<file path="config.mk">
export PLATFORM = sky130hd
export DESIGN_NAME = delimiter_nesting_length
export DESIGN_NICKNAME = d
export VERILOG_FILES = /design/src/sv/dnl_pkg.sv /design/src/sv/dnl_cfg_regs.sv /design/src/sv/dnl_scan_core.sv /design/src/sv/delimiter_nesting_length.sv
export SDC_FILE = /design/constraint.sdc
export NUM_CORES = 1
export LEC_CHECK = 0
export BUFFER_PORTS_ARGS = -buffer_cell sky130_fd_sc_hd__buf_2
export CAP_MARGIN = 20
export CORE_UTILIZATION = 40
export CTS_CLUSTER_SIZE = 30
export DETAILED_ROUTE_END_ITERATION = 6
export HOLD_SLACK_MARGIN = 0.08
export PLACE_DENSITY_LB_ADDON = 0.3
export SYNTH_ARGS = -nofsm -noshare
export SYNTH_HDL_FRONTEND = slang
export SYNTH_SLANG_ARGS = --single-unit
</file>
<file path="constraint.sdc">
create_clock -name clk_i -period 9.21 [get_ports clk_i]
set_input_delay 1.3815 -clock clk_i [delete_from_list [all_inputs] [get_ports clk_i]]
set_output_delay 1.3815 -clock clk_i [all_outputs]
set_load 0.02 [all_outputs]
</file>
<file path="src/sv/dnl_pkg.sv">
// Package for the delimiter nesting length block: constants, codes and the
// structs passed between the configuration registers, the scan core and the top.
// No dependencies.
`timescale 1ns / 1ps

package dnl_pkg;

  // Default sizes of the block.
  localparam int MAX_DELIM_DEF  = 8;
  localparam int COUNT_BITS_DEF = 24;

  // Fixed field widths.
  localparam int CH_W       = 8;
  localparam int STATUS_W   = 2;
  localparam int SPAN_W     = 25;
  localparam int PATTERN_W  = 64;
  localparam int LEN_W      = 4;
  localparam int CFG_IDX_W  = 8;
  localparam int IN_TDATA_W  = 8;
  localparam int OUT_TDATA_W = 32;

  // Register reset values: '(' and ')' of one byte each.
  localparam logic [PATTERN_W-1:0] OPEN_PATTERN_RST  = 64'd40;
  localparam logic [PATTERN_W-1:0] CLOSE_PATTERN_RST = 64'd41;
  localparam logic [LEN_W-1:0]     OPEN_LEN_RST      = 4'd1;
  localparam logic [LEN_W-1:0]     CLOSE_LEN_RST     = 4'd1;

  // Configuration register indexes.
  typedef enum logic [CFG_IDX_W-1:0] {
    REG_OPEN_PATTERN  = 8'd0,
    REG_OPEN_LENGTH   = 8'd1,
    REG_CLOSE_PATTERN = 8'd2,
    REG_CLOSE_LENGTH  = 8'd3
  } dnl_reg_e;

  // Result status codes.
  typedef enum logic [STATUS_W-1:0] {
    ST_CLOSED   = 2'd0,
    ST_STRAY    = 2'd1,
    ST_UNCLOSED = 2'd2,
    ST_OVERFLOW = 2'd3
  } dnl_status_e;

  // Delimiter settings with lengths already clamped to the usable range.
  typedef struct packed {
    logic [PATTERN_W-1:0] open_pattern;
    logic [LEN_W-1:0]     open_len;
    logic [PATTERN_W-1:0] close_pattern;
    logic [LEN_W-1:0]     close_len;
  } dnl_cfg_t;

  // One result word leaving the scan core.
  typedef struct packed {
    logic              valid;
    dnl_status_e       status;
    logic [SPAN_W-1:0] span_length;
  } dnl_result_t;

endpackage

</file>
<file path="src/sv/dnl_cfg_regs.sv">
// Configuration register file of the delimiter nesting length block.
// Holds the two delimiter patterns and lengths; clamps the lengths.
// Depends on dnl_pkg.
`timescale 1ns / 1ps

module dnl_cfg_regs #(
  parameter int MaxDelim = dnl_pkg::MAX_DELIM_DEF
) (
  input  logic                          clk_i,
  input  logic                          rst_ni,
  input  logic                          cfg_valid_i,
  input  logic [dnl_pkg::CFG_IDX_W-1:0] cfg_index_i,
  input  logic [dnl_pkg::PATTERN_W-1:0] cfg_data_i,
  output dnl_pkg::dnl_cfg_t             cfg_o
);
  import dnl_pkg::*;

  logic [PATTERN_W-1:0] open_pat_q, open_pat_d;
  logic [PATTERN_W-1:0] close_pat_q, close_pat_d;
  logic [LEN_W-1:0]     open_len_q, open_len_d;
  logic [LEN_W-1:0]     close_len_q, close_len_d;

  // Register write decode.
  always_comb begin
    open_pat_d  = open_pat_q;
    close_pat_d = close_pat_q;
    open_len_d  = open_len_q;
    close_len_d = close_len_q;
    if (cfg_valid_i) begin
      case (cfg_index_i)
        REG_OPEN_PATTERN:  open_pat_d  = cfg_data_i;
        REG_OPEN_LENGTH:   open_len_d  = cfg_data_i[LEN_W-1:0];
        REG_CLOSE_PATTERN: close_pat_d = cfg_data_i;
        REG_CLOSE_LENGTH:  close_len_d = cfg_data_i[LEN_W-1:0];
        default: ;
      endcase
    end
  end

  always_ff @(posedge clk_i or negedge rst_ni) begin
    if (!rst_ni) begin
      open_pat_q  <= OPEN_PATTERN_RST;
      close_pat_q <= CLOSE_PATTERN_RST;
      open_len_q  <= OPEN_LEN_RST;
      close_len_q <= CLOSE_LEN_RST;
    end else begin
      open_pat_q  <= open_pat_d;
      close_pat_q <= close_pat_d;
      open_len_q  <= open_len_d;
      close_len_q <= close_len_d;
    end
  end

  // A length of zero acts as one; anything above the window depth acts as the depth.
  function automatic logic [LEN_W-1:0] clamp_len(input logic [LEN_W-1:0] len);
    logic [LEN_W-1:0] res;
    if (len == '0) begin
      res = LEN_W'(1);
    end else if (len > LEN_W'(MaxDelim)) begin
      res = LEN_W'(MaxDelim);
    end else begin
      res = len;
    end
    return res;
  endfunction

  always_comb begin
    cfg_o.open_pattern  = open_pat_q;
    cfg_o.open_len      = clamp_len(open_len_q);
    cfg_o.close_pattern = close_pat_q;
    cfg_o.close_len     = clamp_len(close_len_q);
  end

endmodule

</file>
<file path="src/sv/dnl_scan_core.sv">
// Scan core of the delimiter nesting length block: lookahead byte window,
// delimiter compare, nesting level, position count and held outcome.
// Depends on dnl_pkg.
`timescale 1ns / 1ps

module dnl_scan_core #(
  parameter int MaxDelim  = dnl_pkg::MAX_DELIM_DEF,
  parameter int CountBits = dnl_pkg::COUNT_BITS_DEF
) (
  input  logic                     clk_i,
  input  logic                     rst_ni,
  input  dnl_pkg::dnl_cfg_t        cfg_i,
  input  logic                     item_valid_i,
  input  logic [dnl_pkg::CH_W-1:0] item_ch_i,
  input  logic                     out_free_i,
  output logic                     consume_o,
  output dnl_pkg::dnl_result_t     res_o
);
  import dnl_pkg::*;

  localparam int FillW = $clog2(MaxDelim + 1);
  localparam int SumW  = CountBits + 1;

  logic [CH_W-1:0]      win_q [MaxDelim];
  logic [CH_W-1:0]      win_d [MaxDelim];
  logic [CH_W-1:0]      ew    [MaxDelim];
  logic [FillW-1:0]     fill_q, fill_d, ef;
  logic [CountBits-1:0] level_q, level_d;
  logic [CountBits-1:0] count_q, count_d;
  logic                 decided_q, decided_d;
  dnl_status_e          hstat_q, hstat_d;
  logic [SPAN_W-1:0]    hlen_q, hlen_d;

  logic [LEN_W-1:0] need, have;
  logic             is_term, do_eval, do_append, do_clear;
  logic             open_hit, close_hit;

  // Decide what this cycle does with the held byte.
  always_comb begin
    need      = (cfg_i.close_len > cfg_i.open_len) ? cfg_i.close_len : cfg_i.open_len;
    have      = LEN_W'(fill_q);
    is_term   = (item_ch_i == '0);
    do_eval   = 1'b0;
    do_append = 1'b0;
    do_clear  = 1'b0;
    consume_o = 1'b0;
    if (item_valid_i) begin
      if (is_term) begin
        // Drain the window one position a cycle, then report.
        if (!decided_q && (fill_q != '0)) begin
          do_eval = 1'b1;
        end else if (out_free_i) begin
          do_clear  = 1'b1;
          consume_o = 1'b1;
        end
      end else if (decided_q) begin
        consume_o = 1'b1;
      end else if (have >= need) begin
        // Lengths shrank since the last byte: catch up before appending.
        do_eval = 1'b1;
      end else begin
        do_append = 1'b1;
        consume_o = 1'b1;
        do_eval   = ((have + LEN_W'(1)) >= need);
      end
    end
  end

  // Window as seen by the compare, with the new byte placed when appending.
  always_comb begin
    for (int i = 0; i < MaxDelim; i++) begin
      ew[i] = (do_append && (FillW'(i) == fill_q)) ? item_ch_i : win_q[i];
    end
    ef = do_append ? fill_q + FillW'(1) : fill_q;
  end

  // Delimiter compares over the front of the window; a match must fit the fill.
  always_comb begin
    open_hit  = (cfg_i.open_len <= LEN_W'(ef));
    close_hit = (cfg_i.close_len <= LEN_W'(ef));
    for (int i = 0; i < MaxDelim; i++) begin
      if ((LEN_W'(i) < cfg_i.open_len) &&
          (ew[i] != cfg_i.open_pattern[CH_W*i +: CH_W])) begin
        open_hit = 1'b0;
      end
      if ((LEN_W'(i) < cfg_i.close_len) &&
          (ew[i] != cfg_i.close_pattern[CH_W*i +: CH_W])) begin
        close_hit = 1'b0;
      end
    end
  end

  // Evaluate the front position and update level, count and outcome.
  always_comb begin
    level_d   = level_q;
    count_d   = count_q;
    decided_d = decided_q;
    hstat_d   = hstat_q;
    hlen_d    = hlen_q;
    fill_d    = fill_q;
    for (int i = 0; i < MaxDelim; i++) begin
      win_d[i] = ew[i];
    end
    if (do_eval) begin
      if (open_hit) begin
        if (level_q != '1) begin
          level_d = level_q + CountBits'(1);
        end
      end else if (close_hit) begin
        if (level_q == '0) begin
          decided_d = 1'b1;
          hstat_d   = ST_STRAY;
        end else if (level_q == CountBits'(1)) begin
          decided_d = 1'b1;
          hstat_d   = ST_CLOSED;
          hlen_d    = SPAN_W'({1'b0, count_q} + SumW'(cfg_i.close_len));
        end else begin
          level_d = level_q - CountBits'(1);
        end
      end
      if (!decided_d) begin
        if (count_q == '1) begin
          decided_d = 1'b1;
          hstat_d   = ST_OVERFLOW;
        end else begin
          count_d = count_q + CountBits'(1);
        end
      end
      // Drop the evaluated position from the window.
      for (int i = 0; i < MaxDelim - 1; i++) begin
        win_d[i] = ew[i + 1];
      end
      fill_d = ef - FillW'(1);
    end else if (do_append) begin
      fill_d = ef;
    end
    if (do_clear) begin
      fill_d    = '0;
      level_d   = '0;
      count_d   = '0;
      decided_d = 1'b0;
      hstat_d   = ST_CLOSED;
      hlen_d    = '0;
    end
  end

  always_ff @(posedge clk_i or negedge rst_ni) begin
    if (!rst_ni) begin
      fill_q    <= '0;
      level_q   <= '0;
      count_q   <= '0;
      decided_q <= 1'b0;
      hstat_q   <= ST_CLOSED;
      hlen_q    <= '0;
    end else begin
      fill_q    <= fill_d;
      level_q   <= level_d;
      count_q   <= count_d;
      decided_q <= decided_d;
      hstat_q   <= hstat_d;
      hlen_q    <= hlen_d;
    end
  end

  // Window bytes are payload; the fill count says which are meaningful.
  always_ff @(posedge clk_i) begin
    if (do_eval || do_append) begin
      for (int i = 0; i < MaxDelim; i++) begin
        win_q[i] <= win_d[i];
      end
    end
  end

  // Result on the terminator: the held outcome, or no closer found.
  always_comb begin
    res_o.valid       = do_clear;
    res_o.status      = decided_q ? hstat_q : ST_UNCLOSED;
    res_o.span_length = (decided_q && (hstat_q == ST_CLOSED)) ? hlen_q : '0;
  end

endmodule

</file>
<file path="src/sv/delimiter_nesting_length.sv">
// Top level of the delimiter nesting length block: input word register,
// output register, configuration registers and the scan core.
// Depends on dnl_pkg, dnl_cfg_regs and dnl_scan_core.
`timescale 1ns / 1ps

// Channel   Direction  Handshake                    Contents
// s_axis    in         s_axis_tvalid/s_axis_tready  tdata[7:0] ch
// m_axis    out        m_axis_tvalid/m_axis_tready  tdata[24:0] span_length, tuser[1:0] status
// cfg       in         cfg_valid_i/cfg_ready_o      cfg_index_i register, cfg_data_i value
//
// A string byte is appended to the lookahead window and, once the window holds
// enough bytes for the longer delimiter, the front position is compared in the
// same cycle; bytes stream at one per clock except after a length shrinks, when
// the next byte waits while surplus positions are evaluated. The terminator
// drains the window (at most MaxDelim - 1 bytes), then loads the result register.
// Reset clears all control state; the output register parts stalls on m_axis
// from input acceptance except while a result is still waiting to leave.

module delimiter_nesting_length #(
  parameter int MaxDelim  = dnl_pkg::MAX_DELIM_DEF,
  parameter int CountBits = dnl_pkg::COUNT_BITS_DEF
) (
  input  logic                            clk_i,
  input  logic                            rst_ni,
  // Input stream
  input  logic                            s_axis_tvalid,
  output logic                            s_axis_tready,
  input  logic [dnl_pkg::IN_TDATA_W-1:0]  s_axis_tdata,   // [7:0] ch
  // Result stream
  output logic                            m_axis_tvalid,
  input  logic                            m_axis_tready,
  output logic [dnl_pkg::OUT_TDATA_W-1:0] m_axis_tdata,   // [24:0] span_length, zero above
  output logic [dnl_pkg::STATUS_W-1:0]    m_axis_tuser,   // [1:0] status
  // Configuration writes
  input  logic                            cfg_valid_i,
  output logic                            cfg_ready_o,
  input  logic [dnl_pkg::CFG_IDX_W-1:0]   cfg_index_i,
  input  logic [dnl_pkg::PATTERN_W-1:0]   cfg_data_i
);
  import dnl_pkg::*;

  dnl_cfg_t    cfg;
  dnl_result_t res;
  logic        consume, out_free;

  logic              in_valid_q, in_valid_d;
  logic [CH_W-1:0]   in_ch_q;
  logic              out_valid_q, out_valid_d;
  dnl_status_e       out_status_q;
  logic [SPAN_W-1:0] out_span_q;

  // Configuration writes are always taken.
  assign cfg_ready_o = 1'b1;

  dnl_cfg_regs #(
    .MaxDelim (MaxDelim)
  ) u_cfg (
    .clk_i       (clk_i),
    .rst_ni      (rst_ni),
    .cfg_valid_i (cfg_valid_i),
    .cfg_index_i (cfg_index_i),
    .cfg_data_i  (cfg_data_i),
    .cfg_o       (cfg)
  );

  // Input word register: refilled in the cycle its word is consumed.
  assign s_axis_tready = !in_valid_q || consume;

  always_comb begin
    in_valid_d = in_valid_q;
    if (consume) begin
      in_valid_d = 1'b0;
    end
    if (s_axis_tvalid && s_axis_tready) begin
      in_valid_d = 1'b1;
    end
  end

  always_ff @(posedge clk_i or negedge rst_ni) begin
    if (!rst_ni) begin
      in_valid_q <= 1'b0;
    end else begin
      in_valid_q <= in_valid_d;
    end
  end

  always_ff @(posedge clk_i) begin
    if (s_axis_tvalid && s_axis_tready) begin
      in_ch_q <= s_axis_tdata[CH_W-1:0];
    end
  end

  dnl_scan_core #(
    .MaxDelim  (MaxDelim),
    .CountBits (CountBits)
  ) u_core (
    .clk_i        (clk_i),
    .rst_ni       (rst_ni),
    .cfg_i        (cfg),
    .item_valid_i (in_valid_q),
    .item_ch_i    (in_ch_q),
    .out_free_i   (out_free),
    .consume_o    (consume),
    .res_o        (res)
  );

  // Output register: free when empty or being taken this cycle.
  assign out_free = !out_valid_q || m_axis_tready;

  always_comb begin
    out_valid_d = out_valid_q;
    if (m_axis_tready) begin
      out_valid_d = 1'b0;
    end
    if (res.valid) begin
      out_valid_d = 1'b1;
    end
  end

  always_ff @(posedge clk_i or negedge rst_ni) begin
    if (!rst_ni) begin
      out_valid_q <= 1'b0;
    end else begin
      out_valid_q <= out_valid_d;
    end
  end

  always_ff @(posedge clk_i) begin
    if (res.valid) begin
      out_status_q <= res.status;
      out_span_q   <= res.span_length;
    end
  end

  assign m_axis_tvalid = out_valid_q;
  assign m_axis_tdata  = OUT_TDATA_W'(out_span_q);
  assign m_axis_tuser  = out_status_q;

endmodule
</file>
-- Yosys cells after proc, flatten, opt, wreduce, memory -nomap -nowiden
Memories as Yosys holds them, arrays and structs flattened.
Cells that the tools add are included.
- $add $sub $neg: 6
- multiply operators: 0
- div/mod/pow operators: 0
- magnitude comparators: 23
- equal/unequal tests: 36
- shifts and indexed selects: 0
- muxes and demuxes: 90
- bitwise gates (word level): 0
- reduce and logical (&&, ||, !) cells: 55
- operator list (kind ; number):
    24-bit 2-to-1 mux ; 11
    25-bit 2-to-1 mux ; 6
    8-bit != test ; 16
    8-bit 2-to-1 mux ; 8
    56-bit 2-to-1 mux ; 1
    24-bit by 1-bit adder with 24-bit output, second input constant ; 2
    1-bit 2-to-1 mux ; 47
    4-bit 2-to-1 mux ; 9
    3-bit by 4-bit < comparator with 1-bit output, first input constant ; 8
    1-bit logical AND ; 27
    24-bit by 4-bit adder with 25-bit output ; 1
    24-bit by 1-bit equality test with 1-bit output, second input constant ; 1
    24-bit equality test, second input constant ; 1
    24-bit zero test ; 1
    24-bit != test, second input constant ; 1
    24-bit by 1-bit subtractor with 24-bit output, second input constant ; 1
    3-bit by 4-bit equality test with 1-bit output, first input constant ; 4
    8-bit by 2-bit equality test with 1-bit output, second input constant ; 2
    8-bit zero test ; 2
    1-bit by 4-bit < comparator with 1-bit output, first input constant ; 4
    2-bit by 4-bit < comparator with 1-bit output, first input constant ; 4
    2-bit 2-to-1 mux ; 8
    4-bit zero test ; 3
    5-bit AND reduction ; 2
    other kinds (20) ; 40
- register bits: 253
- latch bits: 0
- RAM bits: 64
- ROM bits: 0
- bits of input ports: 85
- output and inout bits: 37
- word-level logic and storage cells: 226
- memories kept: 1
- memory list (memory ; words ; width ; read ports ; clocked after Yosys merged registers in ; wr ports ; RTL line ; RTL):
    u_core.win_q ; 8 ; 8 ; 8 ; 0 ; 8 ; dnl_scan_core.sv:24 ; logic [CH_W-1:0] win_q [MaxDelim];

-- Longest topological paths before layout
Gate-level depths: netlist of the first run.
- word-level depth: 28
- gate-level depth with buffers: 33
- depth with buffers taken out: 27

-- Cells and area by module
From an unflattened synthesis of the first run, not the netlist that was laid out.
- cells, all modules: 1880
- area total of the unflattened synthesis: 19730.2 um2
- by module, submodules not included (module ; times used ; cells each ; area each (um2) ; seq. area each (um2)):
    dnl_scan_core ; 1 ; 1524 ; 12737.2 ; 3923.8
    dnl_cfg_regs ; 1 ; 304 ; 5783.0 ; 3412.0
    delimiter_nesting_length ; 1 ; 52 ; 1209.9 ; 1101.1

-- Worst setup path after synthesis of the first run
OpenSTA, ideal clock, no wires.
- path type: reg2reg
- start: register u_cfg.open_len_q[3]
- end: register u_core.level_q[14]
- library setup time: 0.078 ns
- data arrival time: 6.898 ns
- path slack: 2.233 ns
- cell stages (with the launch flop): 32
- path buffers: 5
- cell sequence: dfrtp_1 nor2b_1 inv_1 ha_1 nor2b_1 o211ai_1 a21o_1 buf_2 nand2_1 o21ai_0 ha_1 nand2b_1 o31a_1 a31oi_2 a221oi_2 a211oi_2 buf_2 buf_2 nand3_1 nor2_1 xnor2_1 ha_1 a41oi_1 nor2_1 or4_1 or4_1 buf_2 buf_2 or2_2 o32a_1 or3_1 a21oi_1
- cells in the longest elaborated chain, start to end: 25
- elaborated cells between the ends (all ways): 100
- RTL lines (element ; RTL line ; RTL):
    start, declared ; dnl_cfg_regs.sv:20 ; logic [LEN_W-1:0] open_len_q, open_len_d;
    start signal, assigned ; dnl_cfg_regs.sv:49 ; open_len_q <= open_len_d;
    4-bit greater-than comparator ; dnl_cfg_regs.sv:59 ; end else if (len > LEN_W'(MaxDelim)) begin
    4-bit 2-to-1 mux ; dnl_cfg_regs.sv:59 ;
    4-bit 2-to-1 mux * ; dnl_cfg_regs.sv:57 ; if (len == '0) begin
    branches (longest 22 deep; another with 4-bit greater-than comparator) ; n/a ;
    end signal, assigned ; dnl_scan_core.sv:157 ; level_q <= level_d;
    end, declared ; dnl_scan_core.sv:28 ; logic [CountBits-1:0] level_q, level_d;
Mark *: on every way between the ends. The select of a mux whose other input is x is not followed.
A chain may end at the register's enable or synchronous reset.

-- Final worst setup path of the first run
- start: register u_cfg.close_len_q[3]
- end: register u_core.count_q[19]
- cells in the longest elaborated chain, start to end: 27
- elaborated cells between the ends (all ways): 97
- RTL lines (element ; RTL line ; RTL):
    start, declared ; dnl_cfg_regs.sv:21 ; logic [LEN_W-1:0] close_len_q, close_len_d;
    start signal, assigned ; dnl_cfg_regs.sv:50 ; close_len_q <= close_len_d;
    4-bit greater-than comparator ; dnl_cfg_regs.sv:59 ;
    4-bit 2-to-1 mux ; dnl_cfg_regs.sv:59 ;
    4-bit 2-to-1 mux * ; dnl_cfg_regs.sv:57 ;
    4-bit greater-than comparator ; dnl_scan_core.sv:40 ; need = (cfg_i.close_len > cfg_i.open_len) ? cfg_i.close_len : cfg_i.open_len;
    4-bit 2-to-1 mux ; dnl_scan_core.sv:40 ;
    4-bit >= comparator ; dnl_scan_core.sv:58 ; end else if (have >= need) begin
    1-bit 2-to-1 mux ; dnl_scan_core.sv:58 ;
    1-bit 2-to-1 mux ; dnl_scan_core.sv:56 ; end else if (decided_q) begin
    [4 not listed] ; n/a ;
    8-bit != test ; dnl_scan_core.sv:87 ; (ew[i] != cfg_i.close_pattern[CH_W*i +: CH_W])) begin
    1-bit logical AND ; dnl_scan_core.sv:86 ; if ((LEN_W'(i) < cfg_i.close_len) &&
    1-bit 2-to-1 mux (8 in a row) ; dnl_scan_core.sv:86 ;
    1-bit 2-to-1 mux ; dnl_scan_core.sv:109 ; end else if (close_hit) begin
    1-bit 2-to-1 mux ; dnl_scan_core.sv:105 ; if (open_hit) begin
    1-bit 2-to-1 mux ; dnl_scan_core.sv:104 ; if (do_eval) begin
    2-bit by 1-bit != test with 1-bit output (no source line) ; n/a ;
    3-bit AND reduction (no source line) * ; n/a ;
    end signal, assigned ; dnl_scan_core.sv:158 ; count_q <= count_d;
    end, declared ; dnl_scan_core.sv:29 ; logic [CountBits-1:0] count_q, count_d;
Mark *: on every way between the ends. The rest lies on a longest branch, timed or not. The select of a mux whose other input is x is not followed.

==> results of run 1 <==
## critical path: cells and delay by family, from the launching register on
| family | cells | cell delay, ps |
|---|---|---|
| AO/OA/AOI/OAI | 10 | 3350 |
| adder cells (fa/ha/maj) | 2 | 660 |
| buffers and inverters | 1 | 220 |
| flip-flops | 1 | 530 |
| AND/OR/NAND/NOR | 9 | 3440 |
## metal layers
metal,share of wire [%],vias to the layer above,GRT usage (%)
met5,0.025,-,0
met4,3.9,2,9.67
met1,43,7236,29.1
li1,-,6841,-
met2,47,525,36.2
met3,5.9,129,3.08
## registers in the layout, indices dropped and copies added (netlist names)
register and cells:
u_cfg.close_pat_q 64, u_cfg.open_pat_q 64, u_core.win_q 64, out_span_q 25
u_core.hlen_q 25, u_core.count_q 24, u_core.level_q 24, in_ch_q 8
u_cfg.close_len_q 4, u_cfg.open_len_q 4, u_core.fill_q 4, m_axis_tuser 2
u_core.hstat_q 2, in_valid_q 1, m_axis_tvalid 1, u_core.decided_q 1
## final cells by class
type	count	area [sq um]	area share, %
diodes	1	2.50	0.0119
clock buffers	55	1120	5.32
clock inverters	14	195	0.930
inverters	75	284	1.35
multi-input cells	1369	9450	45.0
flip-flops and latches	317	8440	40.2
well taps	600	751	3.58
repair buffers	137	756	3.60
## Yosys cell counts, drive strengths merged, types with 12 or more instances
cell,number
ha,24
nand2b,18
o211ai,12
inv,73
nand2,104
or2,14
xnor2,106
edfxtp,99
xor2,113
dfrtp,211
mux2,134
and2,41
nand3,80
mux2i,28
and3,21
o21ai,67
nand4,38
buf,42
clkbuf,62
o22ai,71
nor4,38
nor2,198
a21oi,57
nor3,25
## logic make-up after synthesis
logic type / after synthesis
xor+xnor: 221
compound gates: 322
flops: 317
buf+inv: 179
other cells: 2
mux: 162
simple gates: 630
fa+ha+maj: 26
## power breakdown
part	leakage [uW]	total, uW	internal (uW)	switching, uW
Sequential	0.00366	2300	1870	429
Combinational	0.00454	1920	729	1190
Clock	0.000637	1570	961	608
## worst paths after layout
check                      slack, ps                        startpoint  cells after the start                               end
setup / recovery                 890  u_cfg.close_len_q[3]$_DFFE_PN0P_                     22    u_core.count_q[19]$_DFFE_PN0P_
hold / removal                   490     u_core.hlen_q[11]$_DFFE_PN0P_                      2     u_core.hlen_q[11]$_DFFE_PN0P_
setup reg to reg                 890  u_cfg.close_len_q[3]$_DFFE_PN0P_                     22    u_core.count_q[19]$_DFFE_PN0P_
hold reg to reg                  490     u_core.hlen_q[11]$_DFFE_PN0P_                      2     u_core.hlen_q[11]$_DFFE_PN0P_
max in group asynchronous       6860                            rst_ni                      2  u_cfg.close_pat_q[2]$_DFFE_PN0P_
min in group asynchronous        840                            rst_ni                      1  u_cfg.open_pat_q[41]$_DFFE_PN0P_
## per-stage QoR
stage	util (%)	area, sq um	std cells	power [uW]	worst slack, ps
final	46.0	21000	2568	5780	895
after global routing	45.9	21000	2567	6100	421
after CTS	45.9	21000	2567	5790	1020
after detailed placement	43.1	19700	2498	4200	1030
after global placement	43.1	19700	2497	4140	1190
after floorplan	-	18600	1865	3580	2230
==> reports/qor.csv, run 1 <==
metric;value;unit
status;finished clean;
vias;14733;
synth_top_family_by_area;simple AND/OR/NAND/NOR gates;
initial_core_util;40.8;%
rows;78;
die-height;218;microns
routed_wl;51.8;mm
final_common_cell;dfrtp_1;
drt_iter0_markers;1253;
synth.top_cells.by_area;dfrtp_1, edfxtp_1, mux2_2;
dp_hpwl;35.9;mm
synthSimpleGateAreaFrac;16.8;%
maxCapViolCount;0;
vias_per_cell;5.74;
critPathMaxFanout;29;
seq_area_frac_synth;45.3;%
drive_above_1_share;19.0;%
synth_area_per_cell;10.0;sq um
synth_enable_flop_cells;99;
crit_chain;nor2b_2 -> ha_1 -> nor2b_1 -> o211ai_1 -> a21o_1 -> o21ai_0 -> ha_1 -> nand2b_1 -> o21a_1 -> a31oi_1 -> a221oi_2 -> a211o_1 -> o21ai_0 -> a41oi_1 -> nor2_1 -> or4_1 -> or4_1 -> nand4_1 -> buf_4 -> nand2_1 -> or4_1 -> a21oi_1;
hold_ws;494;ps
clk_path_buf_depth;3;
cts_resized;0;
crit_required;9680;ps
grt_pass1_vias;14750;
fin_skew;19.5;ps
yosysTopAreaCell;dfrtp_1;
setup_viol;0;
tightest_slew;1130;ps
grt_pass1_wl;82.8;mm
yosysWarnings;0;
overflow;0;
die_x;218;microns
grt_usage;22.1;%
netlist_instances;1859;
antenna_found_initial;2;
netlist-cell-type-count;87;
synth-xor-area-share;10.5;%
grt_max_degree;92;
final-max-slew-violation-count;0;
cts_hold_buf;0;
clk_pin_slew;60;ps
layout_common_cells;dfrtp_1, nor2_1, mux2_2, xor2_1, buf_2;
period_needed;8320;ps
powerDensity;276;nW/um^2
fin_crit_sh;90.3;%
drc_errors;0;
max_freq;120;MHz
clock_latency;560;ps
rsz0062_at_grt;false;
worst_path_max_delay_cell;a211o_1;
gp_congestion;0.917;
max_stage_delay;940;ps
cp-start-kind;flip-flop;
fill_cells;4327;
synth_compound_gate_area_share;11.7;%
area_growth;12.7;%
cts-root-buf;clkbuf_16;
critPathCaptureType;flip-flop;
core;45700;sq um
hold_class;reg -> reg;
final_nets;2048;
io_pins;122;
synth_mux_area_share;9.61;%
portBuffers;113;
ys.flop_type;dfrtp_1;
cts_tree;done;
slew_headroom;24.9;%
synth_fa_ha_area_share;1.77;%
ir_worst_vdd;0.144;mV
synth-seq-cells;317;
synth-async-reset-ratio;68.8;%
cts_htree_levels;2;
synth_area;18600;sq um
critPathArrivalTime;8790;ps
finalSetupTns;0;ps
drt_pass1_iterations;6;
cts_setup_buffers;0;
antenna_left;0;
cts_made_buffers;38;
dieArea;47400;sq um
wl_per_cell;20.2;microns
hold_viol;0;
crit_top_cell;or4_1;
yosysTopAreaCellShare;28.4;%
cts.sinks;317;
path_class;reg -> reg;
p_leak;0.00883;uW
(Power assumes the default switching activity.)
==> inputs of run 2 (changes only) <==
CORE_MARGIN = 2   (was default)
PLACE_DENSITY_LB_ADDON = default   (was 0.3)
RECOVER_POWER = 100   (was default)
==> run 2 against run 1 <==
Net effect:
- the flow now finishes with violations (capacitance limit, slew limit)
- total power increased by 1.7%
- worst setup slack got worse by 200 ps
- fmax is 2.3% lower
- critical path type unchanged
- highest routed layer is now met4
==> reports/qor.csv, run 2 (synthesis gave the netlist of run 1 again) <==
metric;value;unit;change
status;finished with violations;;was finished clean
core;46300;sq um;was 45700 sq um
sw_frac_of_total;38.6;%;was 38.5%
wl_per_cell;20.8;microns;was 20.2 microns
period_needed;8510;ps;was 8320 ps
final-max-slew-violation-count;582;;was 0
finalSetupTns;0;ps;unchanged
comb_power_share;32.6;%;was 33.1%
final_nets;2046;;was 2048
cts_resized;0;;unchanged
grt_pass1_wl;84.5;mm;was 82.8 mm
drt_pass1_iterations;7;;was 6
final_cell_area;20900;sq um;was 21000 sq um
gp_congestion;0.938;;was 0.917
p_leak;0.00867;uW;was 0.00883 uW
io_pins;122;;unchanged
powerDensity;281;nW/um^2;was 276 nW/um^2
critPathMaxFanout;36;;was 29
path_class;reg -> reg;;unchanged
violations;capacitance limit, slew limit;;
dieArea;48300;sq um;was 47400 sq um
die-height;220;microns;was 218 microns
vias_per_cell;5.75;;was 5.74
drt_iter0_markers;1192;;was 1253
crit_required;9530;ps;was 9680 ps
layout_common_cells;dfrtp_1, nor2_1, mux2_2, xor2_1, xnor2_1;;was dfrtp_1, nor2_1, mux2_2, xor2_1, buf_2
portBuffers;113;;unchanged
slew_headroom;-219;%;was 24.9%
p_switching;2270;uW;was 2230 uW
largestRegisters;u_cfg.close_pat_q x64, u_cfg.open_pat_q x64, u_core.win_q x64;;unchanged
ir_worst_vdd;0.145;mV;was 0.144 mV
cts_tree;done;;unchanged
share_clk_of_total_power;28.0;%;was 27.1%
multi_input_area;9410;sq um;was 9450 sq um
fill_cells;4454;;was 4327
setup_viol;0;;unchanged
clk_pin_slew;60;ps;about the same
fin_crit_sh;92.4;%;was 90.3%
die_x;220;microns;was 218 microns
place_area;19700;sq um;about the same
critPathCaptureType;flip-flop;;unchanged
vias;14807;;was 14733
cts-root-buf;clkbuf_16;;unchanged
layout.area.seq;8440;sq um;unchanged
grt_usage;22.5;%;was 22.1%
rsz0062_at_grt;false;;unchanged
hold_class;reg -> reg;;unchanged
cts_made_buffers;38;;unchanged
clock_latency;570;ps;was 560 ps
cts_setup_buffers;0;;unchanged
initial_core_util;40.2;%;was 40.8%
critPathArrivalTime;8830;ps;was 8790 ps
cp-start-kind;flip-flop;;unchanged
maxCapViolCount;9;;was 0
drive_above_1_share;17.0;%;was 19.0%
max_freq;117;MHz;was 120 MHz
drc_errors;0;;unchanged
clk_path_buf_depth;3;;unchanged
fin_skew;15.1;ps;was 19.5 ps
overflow;0;;unchanged
rows;79;;was 78
tightest_slew;4780;ps;was 1130 ps
grt_max_degree;91;;was 92
p_seq_share;39.4;%;was 39.7%
cts.sinks;317;;unchanged
antenna_found_initial;1;;was 2
cts_hold_buf;0;;unchanged
cts_htree_levels;2;;unchanged
grt_pass1_vias;14816;;was 14750
area_growth;12.3;%;was 12.7%
final_common_cell;dfrtp_1;;unchanged
dp_hpwl;36.8;mm;was 35.9 mm
routed_wl;53.6;mm;was 51.8 mm
antenna_left;0;;unchanged
hold_viol;0;;unchanged
intPower;3610;uW;was 3560 uW
==> run 2: changes by cell type in the layout (fill, tap and decap cells not counted), sizes merged <==
cell,previous run,this run
clkinv,7,13
buf,137,94
clkinvlp,2,3
clkbuf,55,86
bufinv,4,8
diode,1,2
==> run 2: path summary, 6_finish.rpt <==
check,startpoint,endpoint,slack [ps],depth (start not counted)
min,u_core.hlen_q[10]$_DFFE_PN0P_,u_core.hlen_q[10]$_DFFE_PN0P_,490,2
max reg2reg,u_cfg.open_len_q[3]$_DFFE_PN0P_,u_core.win_q[0][5]$_DFFE_PP_,700,19
max in group asynchronous,rst_ni,u_core.hlen_q[22]$_DFFE_PN0P_,3080,2
min in group asynchronous,rst_ni,u_cfg.close_pat_q[47]$_DFFE_PN0P_,2530,1
max,u_cfg.open_len_q[3]$_DFFE_PN0P_,u_core.win_q[0][5]$_DFFE_PP_,700,19
min reg2reg,u_core.hlen_q[10]$_DFFE_PN0P_,u_core.hlen_q[10]$_DFFE_PN0P_,490,2
==> run 2: metrics by stage <==
stage | instances | hold slack [ps] | setup WS, ps | power [uW] | util [%]
2_1_floorplan | 1865 | 467 | 2230 | 3580 | -
3_3_place_gp | 2502 | 479 | 1330 | 4170 | 42.5
3_5_place_dp | 2503 | 490 | 1080 | 4220 | 42.5
4_1_cts | 2573 | 501 | 1030 | 5890 | 45.5
5_1_grt | 2573 | 525 | 194 | 6200 | 45.2
6_report | 2575 | 490 | 697 | 5880 | 45.2
==> run 2: area by class of cell <==
| class | count | share of cell area [%] |
|---|---|---|
| Sequential cell | 317 | 40.3 |
| Antenna cell | 2 | 0.0239 |
| Timing Repair Buffer | 135 | 3.13 |
| Clock buffer | 45 | 4.82 |
| Tap cell | 607 | 3.63 |
| Inverter | 75 | 1.36 |
| Clock inverter | 25 | 1.69 |
| Multi-Input combinational cell | 1369 | 45.0 |
==> run 2: critical path: stages, from the launching register on <==
cell and delay, ps:
dfrtp_1 500, nor2b_1 680, inv_1 100, ha_1 330, and4_1 250, a21o_1 340
o21ai_0 190, ha_1 330, nand2b_1 200, o31a_1 250, a31oi_1 250, a221oi_2 150
a211oi_4 240, buf_4 400, nand2_1 160, o41ai_1 1230, clkbuf_1 1460, o21ai_1 750
o22ai_1 350, nor2_1 70
==> run 2: per-layer routing <==
metal  vias up  part of all wire [%]  global-route usage [%]
li1       6847                     -                       -
met2       475                    48                    37.6
met5         -                     0                       0
met3       148                   4.8                    2.87
met1      7337                    43                    29.1
met4         0                   4.1                    9.84
==> run 2: power groups by stage <==
| stage | sequential [uW] | combinational (uW) | clock, uW |
|---|---|---|---|
| detailed placement | 2310 | 1910 | 0 |
| CTS | 2290 | 1920 | 1680 |
| global placement | 2310 | 1860 | 0 |
| floorplan | 2140 | 1440 | 0 |
| finish | 2320 | 1920 | 1650 |
| global route | 2350 | 2120 | 1730 |
